===== src/design/dad_pkg.sv =====
// Shared types, codes and weekday helpers for the daylight saving decider.
package dad_pkg;

   localparam int YEAR_W  = 14;
   localparam int MONTH_W = 4;
   localparam int DAY_W   = 5;
   localparam int CENT_W  = 8;
   localparam int YRC_W   = 7;
   localparam int SUM_W   = 10;
   localparam int PROD_W  = 27;

   // year / 100 == (year * RECIP_100) >> RECIP_SHIFT for every 14-bit year
   localparam logic [12:0] RECIP_100   = 13'd5243;
   localparam int          RECIP_SHIFT = 19;

   localparam logic [MONTH_W-1:0] MONTH_MAR = 4'd3;
   localparam logic [MONTH_W-1:0] MONTH_APR = 4'd4;
   localparam logic [MONTH_W-1:0] MONTH_OCT = 4'd10;
   localparam logic [MONTH_W-1:0] MONTH_NOV = 4'd11;

   // Zeller month/day offsets mod 7 for the switch dates
   localparam logic [2:0] OFS_MAR_1  = 3'd4;
   localparam logic [2:0] OFS_MAR_31 = 3'd6;
   localparam logic [2:0] OFS_APR_1  = 3'd0;
   localparam logic [2:0] OFS_OCT_1  = 3'd1;
   localparam logic [2:0] OFS_OCT_31 = 3'd3;
   localparam logic [2:0] OFS_NOV_1  = 3'd4;

   typedef enum logic [1:0] {
      RULE_NONE = 2'd0,
      RULE_US   = 2'd1,
      RULE_EU   = 2'd2,
      RULE_AU   = 2'd3
   } rule_type;

   typedef struct packed {
      logic               valid;
      logic [CENT_W-1:0]  cent;
      logic [YRC_W-1:0]   yrc;
      logic [MONTH_W-1:0] month;
      logic [DAY_W-1:0]   day;
   } split_type;

   typedef struct packed {
      logic               valid;
      logic [2:0]         ykey;
      logic [MONTH_W-1:0] month;
      logic [DAY_W-1:0]   day;
   } week_type;

   function automatic logic [2:0] mod7(input logic [SUM_W-1:0] x);
      logic [4:0] s;
      logic [3:0] t;
      s = 5'(x[2:0]) + 5'(x[5:3]) + 5'(x[8:6]) + 5'(x[9]);
      t = 4'(s[2:0]) + 4'(s[4:3]);
      if (t >= 4'd7) begin
         t = t - 4'd7;
      end
      return t[2:0];
   endfunction

   // weekday, 0 = Sunday
   function automatic logic [2:0] weekday(input logic [2:0] ykey, input logic [2:0] ofs);
      logic [3:0] h;
      h = 4'(ykey) + 4'(ofs);
      if (h >= 4'd7) begin
         h = h - 4'd7;
      end
      h = h + 4'd6;
      if (h >= 4'd7) begin
         h = h - 4'd7;
      end
      return h[2:0];
   endfunction

   function automatic logic [DAY_W-1:0] first_sunday(input logic [2:0] wd);
      return (wd == 3'd0) ? 5'd1 : 5'd8 - 5'(wd);
   endfunction

   function automatic logic [DAY_W-1:0] last_sunday31(input logic [2:0] wd);
      return 5'd31 - 5'(wd);
   endfunction

endpackage


===== src/design/dst_active_decider_core.sv =====
// Accepts one date word per cycle while req_tready is high and answers
// whether daylight saving applies under the rule in the region register.
// The date passes a five-stage pipeline (reciprocal multiply by 1/100,
// century split, year key sum, mod 7 reduction, rule compare), each stage
// registered, and a new word can enter every cycle unless back-pressured.
// Each stage holds its word while the next is full,
// so a back-pressured result only stops words that would collide with it.
// Write the region register only while no words are in flight.
module dst_active_decider_core (
   input  logic        clock,
   input  logic        reset,
   input  logic        req_tvalid,
   output logic        req_tready,
   input  logic [23:0] req_tdata,  // year[13:0], month[17:14], day[22:18], zero
   output logic        rsp_tvalid,
   input  logic        rsp_tready,
   output logic [7:0]  rsp_tdata,  // saving_active[0], zero
   input  logic        csr_we,
   input  logic [1:0]  csr_wdata   // region_rule
);
   import dad_pkg::*;

   rule_type  rule_ff, rule_in;
   split_type split;
   week_type  week;
   logic      split_ready, week_ready;
   logic      active;

   assign rule_in = csr_we ? rule_type'(csr_wdata) : rule_ff;

   always_ff @(posedge clock) begin
      if (reset) begin
         rule_ff <= RULE_NONE;
      end else begin
         rule_ff <= rule_in;
      end
   end

   dad_year_split u_split (
      .clock     (clock),
      .reset     (reset),
      .in_valid  (req_tvalid),
      .in_ready  (req_tready),
      .in_year   (req_tdata[13:0]),
      .in_month  (req_tdata[17:14]),
      .in_day    (req_tdata[22:18]),
      .out       (split),
      .out_ready (split_ready)
   );

   dad_weekday u_week (
      .clock     (clock),
      .reset     (reset),
      .in        (split),
      .in_ready  (split_ready),
      .out       (week),
      .out_ready (week_ready)
   );

   dad_rule_eval u_eval (
      .clock      (clock),
      .reset      (reset),
      .rule       (rule_ff),
      .in         (week),
      .in_ready   (week_ready),
      .out_valid  (rsp_tvalid),
      .out_active (active),
      .out_ready  (rsp_tready)
   );

   assign rsp_tdata = {7'd0, active};

endmodule


===== src/design/dad_year_split.sv =====
// Splits the year into century and year of century by reciprocal multiply.
module dad_year_split (
   input  logic                        clock,
   input  logic                        reset,
   input  logic                        in_valid,
   output logic                        in_ready,
   input  logic [dad_pkg::YEAR_W-1:0]  in_year,
   input  logic [dad_pkg::MONTH_W-1:0] in_month,
   input  logic [dad_pkg::DAY_W-1:0]   in_day,
   output dad_pkg::split_type          out,
   input  logic                        out_ready
);
   import dad_pkg::*;

   logic               a_valid_ff, a_valid_in;
   logic [YEAR_W-1:0]  a_year_ff;
   logic [PROD_W-1:0]  a_prod_ff;
   logic [MONTH_W-1:0] a_month_ff;
   logic [DAY_W-1:0]   a_day_ff;
   logic               a_ready;

   split_type          b_ff, b_in;
   logic               b_ready;
   logic [CENT_W-1:0]  cent;
   logic [YEAR_W-1:0]  yrc_full;

   assign b_ready  = !b_ff.valid || out_ready;
   assign a_ready  = !a_valid_ff || b_ready;
   assign in_ready = a_ready;
   assign a_valid_in = a_ready ? in_valid : a_valid_ff;

   assign cent     = a_prod_ff[RECIP_SHIFT +: CENT_W];
   assign yrc_full = a_year_ff - YEAR_W'(cent) * YEAR_W'(100);

   always_comb begin
      b_in = b_ff;
      if (b_ready) begin
         b_in.valid = a_valid_ff;
         b_in.cent  = cent;
         b_in.yrc   = yrc_full[YRC_W-1:0];
         b_in.month = a_month_ff;
         b_in.day   = a_day_ff;
      end
   end

   always_ff @(posedge clock) begin
      if (reset) begin
         a_valid_ff <= 1'b0;
         b_ff.valid <= 1'b0;
      end else begin
         a_valid_ff <= a_valid_in;
         b_ff.valid <= b_in.valid;
      end
      if (a_ready && in_valid) begin
         a_year_ff  <= in_year;
         a_prod_ff  <= PROD_W'(in_year) * PROD_W'(RECIP_100);
         a_month_ff <= in_month;
         a_day_ff   <= in_day;
      end
      b_ff.cent  <= b_in.cent;
      b_ff.yrc   <= b_in.yrc;
      b_ff.month <= b_in.month;
      b_ff.day   <= b_in.day;
   end

   assign out = b_ff;

endmodule


===== src/design/dad_weekday.sv =====
// Reduces century and year of century to the Zeller year key mod 7.
module dad_weekday (
   input  logic               clock,
   input  logic               reset,
   input  dad_pkg::split_type in,
   output logic               in_ready,
   output dad_pkg::week_type  out,
   input  logic               out_ready
);
   import dad_pkg::*;

   logic               c_valid_ff;
   logic [SUM_W-1:0]   c_sum_ff;
   logic [MONTH_W-1:0] c_month_ff;
   logic [DAY_W-1:0]   c_day_ff;
   logic               c_ready;
   logic [SUM_W-1:0]   sum;

   week_type           d_ff, d_in;
   logic               d_ready;

   assign d_ready  = !d_ff.valid || out_ready;
   assign c_ready  = !c_valid_ff || d_ready;
   assign in_ready = c_ready;

   // k + k/4 + j/4 + 5j
   assign sum = SUM_W'(in.yrc) + SUM_W'(in.yrc >> 2) + SUM_W'(in.cent >> 2)
              + (SUM_W'(in.cent) << 2) + SUM_W'(in.cent);

   always_comb begin
      d_in = d_ff;
      if (d_ready) begin
         d_in.valid = c_valid_ff;
         d_in.ykey  = mod7(c_sum_ff);
         d_in.month = c_month_ff;
         d_in.day   = c_day_ff;
      end
   end

   always_ff @(posedge clock) begin
      if (reset) begin
         c_valid_ff <= 1'b0;
         d_ff.valid <= 1'b0;
      end else begin
         if (c_ready) begin
            c_valid_ff <= in.valid;
         end
         d_ff.valid <= d_in.valid;
      end
      if (c_ready && in.valid) begin
         c_sum_ff   <= sum;
         c_month_ff <= in.month;
         c_day_ff   <= in.day;
      end
      d_ff.ykey  <= d_in.ykey;
      d_ff.month <= d_in.month;
      d_ff.day   <= d_in.day;
   end

   assign out = d_ff;

endmodule


===== src/design/dad_rule_eval.sv =====
// Applies the regional rule to the switch Sundays and holds the result word.
module dad_rule_eval (
   input  logic              clock,
   input  logic              reset,
   input  dad_pkg::rule_type rule,
   input  dad_pkg::week_type in,
   output logic              in_ready,
   output logic              out_valid,
   output logic              out_active,
   input  logic              out_ready
);
   import dad_pkg::*;

   logic           e_valid_ff;
   logic           e_active_ff;
   logic           e_ready;
   logic           active;
   logic [DAY_W-1:0] us_on, us_off, eu_on, eu_off, au_on, au_off;

   assign e_ready  = !e_valid_ff || out_ready;
   assign in_ready = e_ready;

   assign us_on  = first_sunday(weekday(in.ykey, OFS_MAR_1)) + 5'd7;
   assign us_off = first_sunday(weekday(in.ykey, OFS_NOV_1));
   assign eu_on  = last_sunday31(weekday(in.ykey, OFS_MAR_31));
   assign eu_off = last_sunday31(weekday(in.ykey, OFS_OCT_31));
   assign au_on  = first_sunday(weekday(in.ykey, OFS_OCT_1));
   assign au_off = first_sunday(weekday(in.ykey, OFS_APR_1));

   always_comb begin
      active = 1'b0;
      unique case (rule)
         RULE_US: begin
            if (in.month == MONTH_MAR) begin
               active = in.day >= us_on;
            end else if (in.month == MONTH_NOV) begin
               active = in.day < us_off;
            end else begin
               active = (in.month > MONTH_MAR) && (in.month < MONTH_NOV);
            end
         end
         RULE_EU: begin
            if (in.month == MONTH_MAR) begin
               active = in.day >= eu_on;
            end else if (in.month == MONTH_OCT) begin
               active = in.day < eu_off;
            end else begin
               active = (in.month > MONTH_MAR) && (in.month < MONTH_OCT);
            end
         end
         RULE_AU: begin
            if (in.month == MONTH_OCT) begin
               active = in.day >= au_on;
            end else if (in.month == MONTH_APR) begin
               active = in.day < au_off;
            end else begin
               active = (in.month < MONTH_APR) || (in.month > MONTH_OCT);
            end
         end
         RULE_NONE: begin
            active = 1'b0;
         end
         default: begin
            active = 1'b0;
         end
      endcase
   end

   always_ff @(posedge clock) begin
      if (reset) begin
         e_valid_ff <= 1'b0;
      end else if (e_ready) begin
         e_valid_ff <= in.valid;
      end
      if (e_ready && in.valid) begin
         e_active_ff <= active;
      end
   end

   assign out_valid  = e_valid_ff;
   assign out_active = e_active_ff;

endmodule


===== config.mk =====
export PLATFORM = sky130hd
export DESIGN_NAME = dst_active_decider_core
export DESIGN_NICKNAME = d
export VERILOG_FILES = /design/src/design/dad_pkg.sv /design/src/design/dst_active_decider_core.sv /design/src/design/dad_year_split.sv /design/src/design/dad_weekday.sv /design/src/design/dad_rule_eval.sv
export SDC_FILE = /design/constraint.sdc
export NUM_CORES = 1
export LEC_CHECK = 0
export BUFFER_PORTS_ARGS = -buffer_cell sky130_fd_sc_hd__clkbuf_2
export CAP_MARGIN = 20
export CORE_ASPECT_RATIO = 1.2
export CORE_UTILIZATION = 45
export DETAILED_ROUTE_END_ITERATION = 8
export PLACE_DENSITY = 0.65
export SKIP_LAST_GASP = 1
export SYNTH_ARGS = -nofsm -noshare
export SYNTH_HDL_FRONTEND = slang
export SYNTH_SLANG_ARGS = --single-unit

===== constraint.sdc =====
create_clock -name clock -period 6.1 [get_ports clock]
set_input_delay 0.61 -clock clock [delete_from_list [all_inputs] [get_ports clock]]
set_output_delay 0.61 -clock clock [all_outputs]
set_load 0.1 [all_outputs]

## After elaboration in Yosys (flattened, before gate mapping)

Index checks and enable logic that the tools add are counted.

| operators by class | value |
|---|---|
| add/sub/neg operators | 35 |
| multipliers | 2 |
| magnitude comparators | 22 |
| equality and inequality tests | 7 |
| muxes and demuxes | 21 |
| reductions and logical operators | 20 |

Operators by type and width:

| operator | number |
|---|---|
| $ge 4x3->1 const B | 10 |
| $mul 14x13->27 const B | 1 |
| $add 4x3->4 const B | 5 |
| $mux 4 | 5 |
| $mux 3 | 6 |
| $sub 3x3->3 const B | 6 |
| $sub 4x3->4 const B | 4 |
| $ge 5x5->1 | 3 |
| $lt 5x5->1 | 3 |
| $mux 5 | 3 |
| $sub 4x3->5 const A | 3 |
| $add 10x10->10 | 1 |
| $add 10x6->10 | 1 |
| $add 10x8->10 | 1 |
| $sub 1x4->5 const A | 2 |
| $logic_not 3->1 | 3 |
| $add 3x3->4 const B | 2 |
| $add 7x5->8 | 1 |
| $eq 4x4->1 const B | 2 |
| $lt 4x4->1 const B | 2 |
| $mul 8x5->5 const B | 1 |
| $sub 7x7->7 | 1 |
| $logic_or 1x1->1 | 6 |
| $mux 1 | 6 |
| other kinds (20) | 29 |

| storage, ports and cells | value |
|---|---|
| register bits after elaboration | 106 |
| input bits | 31 |
| output and inout bits | 10 |

## Logic depth before layout (Yosys ltp)

Gate-level depths: netlist (run 1).

| logic depth | value |
|---|---|
| word-level depth | 12 |
| gate-level depth with buffers | 20 |
| depth with buffers taken out | 19 |

## By module

From an unflattened synthesis (run 1), not the netlist that was laid out.

| second synthesis, totals | value |
|---|---|
| cells, all modules | 816 |
| area, all modules | 9,047.4 um^2 |

Modules (own cells, without submodules):

| module | instances | cells each | area each (um^2) | sequential area each (um^2) |
|---|---|---|---|---|
| dad_year_split | 1 | 421 | 5,059.9 | 1,481.4 |
| dad_weekday | 1 | 163 | 2,138.3 | 970.9 |
| dad_rule_eval | 1 | 217 | 1,717.9 | 50.0 |
| dst_active_decider_core | 1 | 15 | 131.4 | 40.0 |

## Worst setup path after synthesis (run 1)

No wires, ideal clock.

| path | value |
|---|---|
| kind | input -> register |
| from | in req_tdata[8] |
| to | reg u_split.a_prod_ff[21], data pin |
| arrival | 4,425 ps |
| required time | 5,833 ps |
| slack | 1,408 ps |
| cell stages on the path | 16 |
| buffers on the path | 0 |
| path through | ha_1 inv_1 fa_1 inv_1 fa_1 inv_1 fa_1 fa_1 inv_1 ha_1 a211oi_2 or3b_1 o211ai_2 nand2b_2 a2111oi_2 nor3_1 |

| on the way | value |
|---|---|
| longest elaborated chain between the ends | 1 |

Ends and longest elaborated chain:

| what | line | RTL |
|---|---|---|
| start: declaration | dst_active_decider_core.sv:14 | `input logic [23:0] req_tdata,` |
| $mul 14x13->27 | dad_year_split.sv:56 | `a_prod_ff <= PROD_W'(in_year) * PROD_W'(RECIP_100);` |
| end signal: assignment | dad_year_split.sv:56 |  |
| end: declaration | dad_year_split.sv:17 | `logic [PROD_W-1:0] a_prod_ff;` |

Every way passes these cells.
A chain may end at the register's enable or synchronous reset.

## Worst setup path after layout (run 1)

| path | value |
|---|---|
| from | reg u_week.d_ff, in the netlist u_week.out[11] |
| to | reg u_eval.e_active_ff (netlist: u_eval.out_active), data pin |

| on the way | value |
|---|---|
| longest elaborated chain between the ends | 12 |
| elaborated cells between the ends (all ways) | 64 |
| classes of those cells | add/sub: 25; order compare: 16; mux: 20; reduce/logical: 3 |

Ends and longest elaborated chain:

| what | line | RTL |
|---|---|---|
| start: declaration | dad_weekday.sv:19 | `week_type d_ff, d_in;` |
| $add 3x3->4 | dad_pkg.sv:65 | `h = 4'(ykey) + 4'(ofs);` |
| $sub 4x3->4 or $ge 4x3->1 (tied branches) | dad_pkg.sv:67, dad_pkg.sv:66 |  |
| $mux 4 | dad_pkg.sv:66 | `if (h >= 4'd7) begin` |
| $add 4x3->4 | dad_pkg.sv:69 | `h = h + 4'd6;` |
| $ge 4x3->1 or $sub 3x3->3 (tied branches) | dad_pkg.sv:70, dad_pkg.sv:71 |  |
| $mux 3 | dad_pkg.sv:70 | `if (h >= 4'd7) begin` |
| $sub 4x3->5 or $logic_not 3->1 (tied branches) | dad_pkg.sv:77 | `return (wd == 3'd0) ? 5'd1 : 5'd8 - 5'(wd);` |
| $mux 5 | dad_pkg.sv:77 |  |
| $add 5x3->5 or $lt 5x5->1 (tied branches) | dad_rule_eval.sv:23, dad_rule_eval.sv:37 |  |
| $ge 5x5->1 or $mux 1 (tied branches) | dad_rule_eval.sv:35, dad_rule_eval.sv:36 |  |
| $mux 1 | dad_rule_eval.sv:34 | `if (in.month == MONTH_MAR) begin` |
| $pmux 1 s4 (*) | dad_rule_eval.sv:32 | `unique case (rule)` |
| named net u_eval.active | dad_rule_eval.sv:17 | `logic active;` |
| end signal: assignment | dad_rule_eval.sv:76 | `e_active_ff <= active;` |
| end: declaration | dad_rule_eval.sv:15 | `logic e_active_ff;` |

The timed path passes the listed nets; every way through them passes the cells marked *.

==> results of run 1 <==
[cells by family after synthesis]
logic type	share of synthesized area, %
flops	27.9
buf+inv	9.31
simple gates	6.61
compound gates	8.87
mux	1.51
other cells	0.0411
xor+xnor	4.61
fa+ha+maj	41.2
[state kept, by name, indices dropped and copies added (netlist names), 2 cells and up]
name / count
u_split.a_month_ff: 4
u_week.c_day_ff: 5
rule_ff: 2
u_split.out: 25
u_split.a_day_ff: 5
u_week.c_sum_ff: 10
u_split.a_year_ff: 6
u_week.out: 13
u_split.a_prod_ff: 9
u_week.c_month_ff: 4
[per-layer routing]
| layer | track usage [%] | vias to the layer above | wire [um] |
|---|---|---|---|
| met1 | 17.6 | 2731 | 6170 |
| met4 | 4.26 | 0 | 185 |
| li1 | - | 2888 | - |
| met2 | 32.6 | 39 | 8720 |
| met3 | 1.57 | 15 | 162 |
| met5 | 0 | - | 0 |
[Yosys cell counts (all sizes together), types with 2 or more instances]
library cell,n,area (um^2)
and3,2,12.5
xor2,11,96.3
o221ai,3,26.3
o2111ai,3,26.3
a31oi,5,37.5
a21o,14,105
a211o,2,17.5
a2111oi,3,51.3
o41ai,2,17.5
buf,11,83.8
edfxtp,80,2400
nor2,31,116
ha,169,2110
inv,201,754
dfxtp,7,140
mux2,4,45.0
o21a,4,30.0
nand3,10,50.1
nand4,5,31.3
a21oi,42,210
nand2,18,67.6
xnor2,37,324
a211oi,6,55.1
nand4b,2,17.5
nor3b,3,22.5
o21ai,21,105
clkbuf,3,11.3
mux2i,8,92.6
nor2b,17,106
o211ai,4,35.0
fa,82,1640
nand2b,10,65.1
nor3,7,35.0
and2,2,12.5
[area by class of cell]
class,count,area share (%)
multi-input cells,553,58.4
flip-flops and latches,87,25.8
inverters,201,7.65
well taps,261,3.31
clock buffers,12,2.71
repair buffers,35,1.85
clock inverters,4,0.342
[metrics by stage]
step	worst slack [ns]	hold slack (ns)	cells	instance area, um^2	utilization [%]
CTS	1.01	0.417	1153	9870	50.1
global placement	0.788	0.401	1137	9570	48.6
global route	0.515	0.419	1153	9870	50.1
floorplan	1.41	0.400	855	9150	-
detailed placement	0.734	0.405	1137	9570	48.6
finish	1.03	0.414	1153	9870	50.1
[worst paths after layout]
| check | start | end | slack, ns | depth (start not counted) |
|---|---|---|---|---|
| worst max-delay path | u_week.out[11] | u_eval.out_active | 1.03 | 16 |
| worst min-delay path | u_split.a_day_ff[0] | u_split.out[0] | 0.41 | 0 |
| worst max register to register | u_week.out[11] | u_eval.out_active | 1.03 | 16 |
| worst min register to register | u_split.a_day_ff[0] | u_split.out[0] | 0.41 | 0 |
[placed cells by master, fill, tap and decap left out, types with 4 or more instances in the layout]
master / Yosys / final
sky130_fd_sc_hd__nor2_1: 31 / 31
sky130_fd_sc_hd__mux2i_1: 7 / 7
sky130_fd_sc_hd__xnor2_1: 37 / 37
sky130_fd_sc_hd__mux2_2: 4 / 4
sky130_fd_sc_hd__edfxtp_1: 80 / 80
sky130_fd_sc_hd__nor3_1: 7 / 7
sky130_fd_sc_hd__nand2b_1: 9 / 9
sky130_fd_sc_hd__o21ai_0: 20 / 20
sky130_fd_sc_hd__a21oi_1: 42 / 42
sky130_fd_sc_hd__conb_1: 1 / 7
sky130_fd_sc_hd__nand4_1: 5 / 5
sky130_fd_sc_hd__inv_1: 200 / 200
sky130_fd_sc_hd__nor2b_1: 17 / 17
sky130_fd_sc_hd__clkbuf_2: 0 / 32
sky130_fd_sc_hd__a21o_1: 14 / 14
sky130_fd_sc_hd__dfxtp_1: 7 / 7
sky130_fd_sc_hd__nand2_1: 18 / 18
sky130_fd_sc_hd__o21a_1: 4 / 4
sky130_fd_sc_hd__ha_1: 169 / 169
sky130_fd_sc_hd__nand3_1: 10 / 10
sky130_fd_sc_hd__clkbuf_16: 0 / 10
sky130_fd_sc_hd__fa_1: 82 / 82
sky130_fd_sc_hd__xor2_1: 11 / 11
sky130_fd_sc_hd__a211oi_1: 4 / 4
==> flow_metrics.env, run 1 <==
export IMPL_status="completed"
export IMPL_postCtsHoldBufs=0
export IMPL_critPathBufInv=1
export IMPL_cts_buffers_inserted=9
export IMPL_clkLatencyLatePin_ns=0.34
export IMPL_cts_post_setup_buffers_inserted=0
export IMPL_wirelength_um=15200
export IMPL_finClkSkew_ns=0.00784
export IMPL_rsz0062_at_grt="no"
export IMPL_crit_path_end_kind="register"
export IMPL_synthFlopType="sky130_fd_sc_hd__edfxtp_1"
export IMPL_area_growth_syn_to_layout_pct=8.16
export IMPL_core_rowCount=56
export IMPL_timing_max_cap_violations=0
export IMPL_synth_avg_cell_area_um2=10.7
export IMPL_final_min_clock_period_ns=5.07
export IMPL_initial_core_utilization_pct=46.3
export IMPL_grt_overall_usage_pct=16.0
export IMPL_synth_seq_cells=87
export IMPL_grt_antenna_before_repair=0
export IMPL_path_clk_slew_ns=0.06
export IMPL_die_height_um=158
export IMPL_multi_input_comb_area_um2=5760
export IMPL_timing_hold_worst_class="register to register"
export IMPL_largest_net_degree_at_the_start_of_global_routing=25
export IMPL_root_buffer="sky130_fd_sc_hd__clkbuf_16"
export IMPL_post_drt_wl_per_cell_um=13.2
export IMPL_ys_seq_area_share_pct=27.9
export IMPL_grt_ovfl_total=0
export IMPL_critPathMaxFanout=17
export IMPL_vias_in_the_first_global_route=5873
export IMPL_globalplace_congestion=0.807
export IMPL_clk_path_buf_depth=2
export IMPL_report_final_slew_viol_count=0
export IMPL_cp_cell_sequence="inv_1 -> ha_1 -> mux2i_4 -> a211o_1 -> a21oi_1 -> nor3_1 -> ha_1 -> ha_1 -> nor4_2 -> ha_1 -> ha_1 -> a41o_1 -> a2111oi_0 -> a211oi_1 -> a32oi_1 -> o211ai_1"
export IMPL_via_per_inst=4.92
export IMPL_drt_iter0_markers=161
export IMPL_synth_area_um2=9120
export IMPL_setup_tns_ns=0
export IMPL_core_area_um2=19700
export IMPL_htreeDepth=3
export IMPL_fillcell_total=1810
export IMPL_worst_path_dominant_cell_family="compound AO/OA/AOI/OAI gates"
export IMPL_global_route_wire_length_before_repair_um=26500
export IMPL_ant_nets=0
export IMPL_asyncSetResetFlopFracSynth_pct=0
export IMPL_critical_path_max_stage_delay_ns=0.72
export IMPL_criticalPathCategory="register to register"
export IMPL_post_cts_resize_count=0
export IMPL_post_dp_hpwl_um=13300
export IMPL_timing_critical_path_arrival_ns=5.15
export IMPL_relSlewSlack_pct=36.5
export IMPL_seq_area_um2=2540
export IMPL_drt_first_pass_iters=4
export IMPL_drc_errors=0
export IMPL_final_net_count=1169
export IMPL_critical_path_most_common_cell="sky130_fd_sc_hd__ha_1"
export IMPL_die_area_um2=20800
export IMPL_netlist_instances=849
export IMPL_yosys_warnings=0
export IMPL_fmax_mhz=197
export IMPL_final_layout_size_suffix_gt1_share_pct=7.51
export IMPL_timing_final_crit_share_pct=83.1
export IMPL_num_antenna_cells=0
export IMPL_io_pin_count=41
export IMPL_synth_cell_types=65
export IMPL_synth_edf_count=80
export IMPL_cts_sinks=87
export IMPL_final_hold_fails=0
export IMPL_setup_viol=0
export IMPL_num_vias=5673
export IMPL_die_width_um=132
export IMPL_place_port_buffers=32
export IMPL_worst_slew_pin_slew_ns=0.951
export IMPL_cts_tree="built"
export IMPL_required_ns=6.18
export IMPL_slowest_stage_cell_on_the_critical_path="sky130_fd_sc_hd__edfxtp_1"
export IMPL_crit_path_start_kind="register"
Power of run 1 is not shown: default switching activity piles up to over one toggle a cycle in this logic, so the estimate is an artifact.
==> inputs of run 2 (changes only) <==
==> constraint.sdc (replaced) <==
create_clock -name clock -period 4.9 [get_ports clock]
set_input_delay 0.49 -clock clock [delete_from_list [all_inputs] [get_ports clock]]
set_output_delay 0.49 -clock clock [all_outputs]
set_load 0.1 [all_outputs]
==> run 2 against run 1 <==
Worst setup slack worse by 0.80 ns. Die area unchanged. Register-to-register slack lost 0.67 ns. First-iteration DRC count grew 12%. Clock skew is 0.0020 ns lower. Routed wire length grew 0.22%. Critical path depth rose by 1. Design area grew 4.0%. Largest cell class unchanged.
==> flow_metrics.env, run 2 (synthesis results as in run 1) <==
export IMPL_path_clk_slew_ns=0.06
export IMPL_final_layout_size_suffix_gt1_share_pct=12.3
export IMPL_drc_errors=0
export IMPL_cts_buffers_inserted=9
export IMPL_hold_path_startpoint="req_tdata[14]"
export IMPL_holdPathEnd="u_split.a_month_ff[0]"
export IMPL_criticalPathCategory="primary input to register"
export IMPL_area_growth_syn_to_layout_pct=12.5
export IMPL_die_height_um=158
export IMPL_htreeDepth=3
export IMPL_cts_tree="built"
export IMPL_num_vias=5834
export IMPL_wirelength_um=15300
export IMPL_globalplace_congestion=0.846
export IMPL_die_area_um2=20800
export IMPL_setup_reg_to_reg_worst_slack_ns=0.36
export IMPL_vias_in_the_first_global_route=5960
export IMPL_post_dp_hpwl_um=13300
export IMPL_die_width_um=132
export IMPL_initial_core_utilization_pct=46.3
export IMPL_most_common_layout_cells="200 x sky130_fd_sc_hd__inv_1, 169 x sky130_fd_sc_hd__ha_1, 82 x sky130_fd_sc_hd__fa_1"
export IMPL_setup_viol=0
export IMPL_post_place_cells=1185
export IMPL_report_final_slew_viol_count=0
export IMPL_crit_path_start_kind="primary input"
export IMPL_fmax_mhz=214
export IMPL_ant_nets=0
export IMPL_critical_path_reg2reg_startpoint="u_week.out[9]"
export IMPL_final_hold_fails=0
export IMPL_largest_register_ffs=25
export IMPL_cts_sinks=87
export IMPL_grt_ovfl_total=0
export IMPL_timing_hold_worst_class="primary input to register"
export IMPL_clkLatencyLatePin_ns=0.34
export IMPL_min_delay_path_depth=1
export IMPL_grt_overall_usage_pct=16.0
export IMPL_finalInstanceArea_um2=10300
export IMPL_timing_max_cap_violations=0
export IMPL_place_port_buffers=32
export IMPL_core_area_um2=19700
export IMPL_clk_path_buf_depth=2
export IMPL_num_antenna_cells=0
export IMPL_placedInstanceArea_um2=9940
export IMPL_worstRegToRegCells=18
export IMPL_finalNonFillerCells=1201
export IMPL_status="completed"
export IMPL_worst_slew_pin_slew_ns=0.967
export IMPL_final_net_count=1217
export IMPL_cts_post_setup_buffers_inserted=0
export IMPL_root_buffer="sky130_fd_sc_hd__clkbuf_16"
export IMPL_setup_tns_ns=0
export IMPL_drt_first_pass_iters=4
export IMPL_final_min_clock_period_ns=4.67
export IMPL_global_route_wire_length_before_repair_um=26500
export IMPL_timing_final_crit_share_pct=95.2
export IMPL_grt_antenna_before_repair=0
export IMPL_finClkSkew_ns=0.00589
export IMPL_via_per_inst=4.86
export IMPL_io_pin_count=41
export IMPL_timing_rr_end="u_eval.out_active"
export IMPL_critPathMaxFanout=5
export IMPL_post_drt_wl_per_cell_um=12.7
export IMPL_rsz0062_at_grt="yes"
export IMPL_timing_critical_path_arrival_ns=4.74
export IMPL_mostFrequentLayoutCell="sky130_fd_sc_hd__inv_1"
export IMPL_required_ns=4.98
export IMPL_finalCoreUtilization_pct=52.1
export IMPL_drt_iter0_markers=181
export IMPL_crit_path_end_kind="register"
export IMPL_core_rowCount=56
export IMPL_largest_net_degree_at_the_start_of_global_routing=25
export IMPL_relSlewSlack_pct=35.4
run 2: cell count changes in the layout (fill, tap and decap cells not counted), sizes merged:
cell and change:
clkinv -1, inv +1, buf +48
run 2: per-layer routing:
metal	vias to the layer above	share of wire (%)	GRT usage [%]
li1	2990	-	-
met1	2777	41	17.4
met2	56	56	32.2
met3	11	1.5	1.76
met4	0	1.6	4.71
met5	-	0	0
run 2: per-stage QoR:
stage               setup slack, ns  hold WS (ns)
floorplan                     0.328         0.400
global placement             -0.186         0.402
detailed placement           -0.180         0.405
CTS                           0.171         0.309
global route               -0.00771         0.308
finish                        0.233         0.322
run 2: repair_timing:
item / 4_1_cts / 5_1_grt
resized for setup: 0 / 3
endpoints found under the setup margin: 0 / 3
hold buffers: 0 / 0
run 2: layout make-up:
class	count	area, um^2
Fill cell	1784	9430
Multi-Input combinational cell	553	5770
Sequential cell	87	2540
Inverter	201	754
Timing Repair Buffer	83	556
Tap cell	261	327
Clock buffer	12	279
Clock inverter	4	31.3
run 2: worst max path at each step:
stage | startpoint | endpoint | slack (ns) | depth (start not counted)
finish | req_tdata[10] | u_split.a_prod_ff[21] | 0.23 | 17
global placement | req_tdata[10] | u_split.a_prod_ff[23] | -0.19 | 17
CTS | req_tdata[10] | u_split.a_prod_ff[23] | 0.17 | 17
detailed placement | req_tdata[10] | u_split.a_prod_ff[23] | -0.18 | 17
global route | req_tdata[10] | u_split.a_prod_ff[21] | -0.008 | 17
floorplan | req_tdata[8] | u_split.a_prod_ff[21] | 0.33 | 16
run 2: worst max-delay path, stage by stage:
cell and delay [ns]:
sky130_fd_sc_hd__clkbuf_2 0.14, sky130_fd_sc_hd__ha_1 0.32, sky130_fd_sc_hd__inv_1 0.06, sky130_fd_sc_hd__fa_1 0.53
sky130_fd_sc_hd__inv_1 0.07, sky130_fd_sc_hd__fa_1 0.50, sky130_fd_sc_hd__inv_1 0.05, sky130_fd_sc_hd__fa_1 0.48
sky130_fd_sc_hd__fa_1 0.55, sky130_fd_sc_hd__inv_1 0.04, sky130_fd_sc_hd__ha_1 0.21, sky130_fd_sc_hd__a211oi_2 0.20
sky130_fd_sc_hd__or2b_1 0.26, sky130_fd_sc_hd__o211ai_2 0.28, sky130_fd_sc_hd__nand2b_2 0.11, sky130_fd_sc_hd__a2111oi_2 0.37
sky130_fd_sc_hd__nor3_1 0.10
Power of run 2 is left out for the same reason.
==> inputs of run 3 (changes only) <==
--- a/config.mk
+++ b/config.mk
@@ -5,11 +5,13 @@
 export SDC_FILE = /design/constraint.sdc
 export NUM_CORES = 1
 export LEC_CHECK = 0
+export ABC_AREA = 1
 export BUFFER_PORTS_ARGS = -buffer_cell sky130_fd_sc_hd__clkbuf_2
 export CAP_MARGIN = 20
 export CORE_ASPECT_RATIO = 1.2
 export CORE_UTILIZATION = 45
 export DETAILED_ROUTE_END_ITERATION = 8
+export GPL_ROUTABILITY_DRIVEN = 1
 export PLACE_DENSITY = 0.65
 export SKIP_LAST_GASP = 1
 export SYNTH_ARGS = -nofsm -noshare
==> run 3 against run 2 <==
Design area is 1.1% lower. Flip-flop and latch count unchanged. First-iteration DRC count shrank 1.1%. Sequential share of layout area up 0.28 points. Clock skew increased by 0.0045 ns. Synthesized area increased by 2.3%.
==> flow_metrics.env, run 3 <==
export IMPL_critical_path_most_common_cell="sky130_fd_sc_hd__inv_1"
export IMPL_clkLatencyLatePin_ns=0.34
export IMPL_finClkSkew_ns=0.0104
export IMPL_synth_avg_cell_area_um2=9.54
export IMPL_fmax_mhz=223
export IMPL_netlist_instances=979
export IMPL_global_route_wire_length_before_repair_um=27800
export IMPL_synthSimpleGateAreaFrac_pct=10.3
export IMPL_timing_hold_worst_class="primary input to register"
export IMPL_ys_seq_area_share_pct=27.2
export IMPL_synthFlopType="sky130_fd_sc_hd__edfxtp_1"
export IMPL_mostFrequentLayoutCell="sky130_fd_sc_hd__inv_1"
export IMPL_area_growth_syn_to_layout_pct=8.69
export IMPL_cts_post_setup_buffers_inserted=0
export IMPL_synth_area_mux_share_pct=0.429
export IMPL_path_clk_slew_ns=0.06
export IMPL_die_area_um2=21300
export IMPL_htreeDepth=3
export IMPL_postCtsHoldBufs=0
export IMPL_crit_path_end_kind="register"
export IMPL_clk_path_buf_depth=2
export IMPL_vias_in_the_first_global_route=6428
export IMPL_critical_path_reg2reg_startpoint="u_week.out[11]"
export IMPL_drt_iter0_markers=179
export IMPL_final_layout_size_suffix_gt1_share_pct=7.54
export IMPL_holdPathEnd="u_split.a_day_ff[0]"
export IMPL_cts_tree="built"
export IMPL_setup_tns_ns=0
export IMPL_post_synth_top_count_cell="sky130_fd_sc_hd__inv_1"
export IMPL_xor_and_xnor_fraction_of_the_mapped_netlist_area_pct=4.29
export IMPL_grt_antenna_before_repair=0
export IMPL_ant_nets=0
export IMPL_relSlewSlack_pct=51.6
export IMPL_synth_top_family_by_area="adder cells"
export IMPL_cts_sinks=87
export IMPL_crit_path_start_kind="primary input"
export IMPL_asyncSetResetFlopFracSynth_pct=0
export IMPL_grt_ovfl_total=0
export IMPL_synth_edf_count=80
export IMPL_via_per_inst=4.76
export IMPL_largest_register_ffs=25
export IMPL_worstRegToRegCells=21
export IMPL_cts_buffers_inserted=9
export IMPL_drt_first_pass_iters=5
export IMPL_yosys_area_share_adder_pct=40.2
export IMPL_final_net_count=1311
export IMPL_wirelength_um=15800
export IMPL_yosys_warnings=0
export IMPL_globalplace_congestion=0.868
export IMPL_synth_top_cells_by_area="sky130_fd_sc_hd__edfxtp_1 26%, sky130_fd_sc_hd__ha_1 23%, sky130_fd_sc_hd__fa_1 18%"
export IMPL_rsz0062_at_grt="no"
export IMPL_yosys_area_top_type_share_pct=25.7
export IMPL_post_drt_wl_per_cell_um=12.1
export IMPL_most_common_layout_cells="257 x sky130_fd_sc_hd__inv_1, 169 x sky130_fd_sc_hd__ha_1, 120 x sky130_fd_sc_hd__nand2_1"
export IMPL_timing_max_cap_violations=0
export IMPL_post_cts_resize_count=0
export IMPL_timing_critical_path_arrival_ns=4.56
export IMPL_core_area_um2=20300
export IMPL_synth_cells_most_frequent="257 x sky130_fd_sc_hd__inv_1, 169 x sky130_fd_sc_hd__ha_1, 120 x sky130_fd_sc_hd__nand2_1, 82 x sky130_fd_sc_hd__fa_1, 80 x sky130_fd_sc_hd__edfxtp_1"
export IMPL_drc_errors=0
export IMPL_area_fraction_in_compound_gates_after_synthesis_pct=6.26
export IMPL_slowest_stage_cell_on_the_critical_path="sky130_fd_sc_hd__fa_1"
export IMPL_final_min_clock_period_ns=4.48
export IMPL_worst_slew_pin_slew_ns=0.725
export IMPL_min_delay_path_depth=1
export IMPL_required_ns=4.98
export IMPL_num_vias=6187
export IMPL_critPathMaxFanout=5
export IMPL_io_pin_count=41
export IMPL_post_dp_hpwl_um=14000
export IMPL_finalNonFillerCells=1299
export IMPL_cp_cell_sequence="clkbuf_2 -> ha_1 -> inv_1 -> fa_1 -> inv_1 -> fa_1 -> fa_1 -> inv_1 -> fa_1 -> inv_1 -> ha_1 -> a21oi_1 -> inv_1 -> a31oi_1 -> nand2_1 -> nand2_1 -> nand3_1 -> nand2_1 -> nand3_1 -> xor2_1"
export IMPL_post_place_cells=1282
export IMPL_root_buffer="sky130_fd_sc_hd__clkbuf_16"
export IMPL_cell_taking_the_most_area_after_synthesis="sky130_fd_sc_hd__edfxtp_1"
export IMPL_synth_seq_cells=87
export IMPL_final_hold_fails=0
export IMPL_report_final_slew_viol_count=0
export IMPL_synth_area_um2=9340
export IMPL_status="completed"
export IMPL_num_antenna_cells=0
export IMPL_grt_overall_usage_pct=16.2
export IMPL_timing_rr_end="u_eval.out_active"
export IMPL_initial_core_utilization_pct=45.9
export IMPL_setup_viol=0
export IMPL_die_height_um=160
export IMPL_hold_path_startpoint="req_tdata[18]"
export IMPL_timing_final_crit_share_pct=91.4
export IMPL_fillcell_total=1909
export IMPL_place_port_buffers=32
export IMPL_criticalPathCategory="primary input to register"
export IMPL_largest_net_degree_at_the_start_of_global_routing=27
export IMPL_die_width_um=133
export IMPL_synth_cell_types=47
export IMPL_core_rowCount=57
export IMPL_setup_reg_to_reg_worst_slack_ns=0.80
export IMPL_critical_path_max_stage_delay_ns=0.58
-- run 3: kinds of logic after synthesis --
group           after synthesis
fa+ha+maj                   251
xor+xnor                     44
compound gates               99
simple gates                225
mux                           3
other cells                   1
flops                        87
buf+inv                     269
-- run 3: worst max path at each step --
stage,start,cells past startpoint,to,slack [ns]
final,req_tdata[11],20,u_split.a_prod_ff[25],0.42
after global routing,req_tdata[12],19,u_split.a_prod_ff[23],0.22
after detailed placement,req_tdata[11],20,u_split.a_prod_ff[25],0.06
after global placement,req_tdata[12],19,u_split.a_prod_ff[23],0.1
after CTS,req_tdata[11],20,u_split.a_prod_ff[25],0.41
after floorplan,req_tdata[9],19,u_split.a_prod_ff[25],0.59
-- run 3: final cells by class --
type	count	area [um^2]	share of cell area (%)
Clock buffer	11	243	2.39
Clock inverter	5	40.0	0.395
Tap cell	265	332	3.27
Sequential cell	87	2540	25.1
Timing Repair Buffer	42	243	2.39
Multi-Input combinational cell	629	5770	56.9
Inverter	260	976	9.62
-- run 3: per-layer routing --
layer	vias to the layer above	routed length, um	share of wire (%)	GRT usage (%)
met4	0	304	1.9	4.96
met5	-	0	0	0
li1	3197	-	-	-
met3	18	223	1.4	1.68
met2	60	8810	56	32.3
met1	2912	6430	41	17.5
-- run 3: through the flow --
step	setup WS [ns]	hold slack, ns	util, %	instance area (um^2)
floorplan	0.586	0.400	-	9360
global placement	0.0967	0.401	48.5	9850
detailed placement	0.0578	0.405	48.5	9850
CTS	0.414	0.316	49.8	10100
global route	0.217	0.312	49.9	10100
finish	0.419	0.330	49.9	10100
-- run 3: worst max-delay path: cells and delay by family --
family / cells / cell delay (ns)
buffers and inverters: 6 / 0.43
AO/OA/AOI/OAI: 2 / 0.35
AND/OR/NAND/NOR: 5 / 0.48
XOR/XNOR: 1 / 0.14
adder cells (fa/ha/maj): 6 / 2.67
Power of run 3 is left out for the same reason.
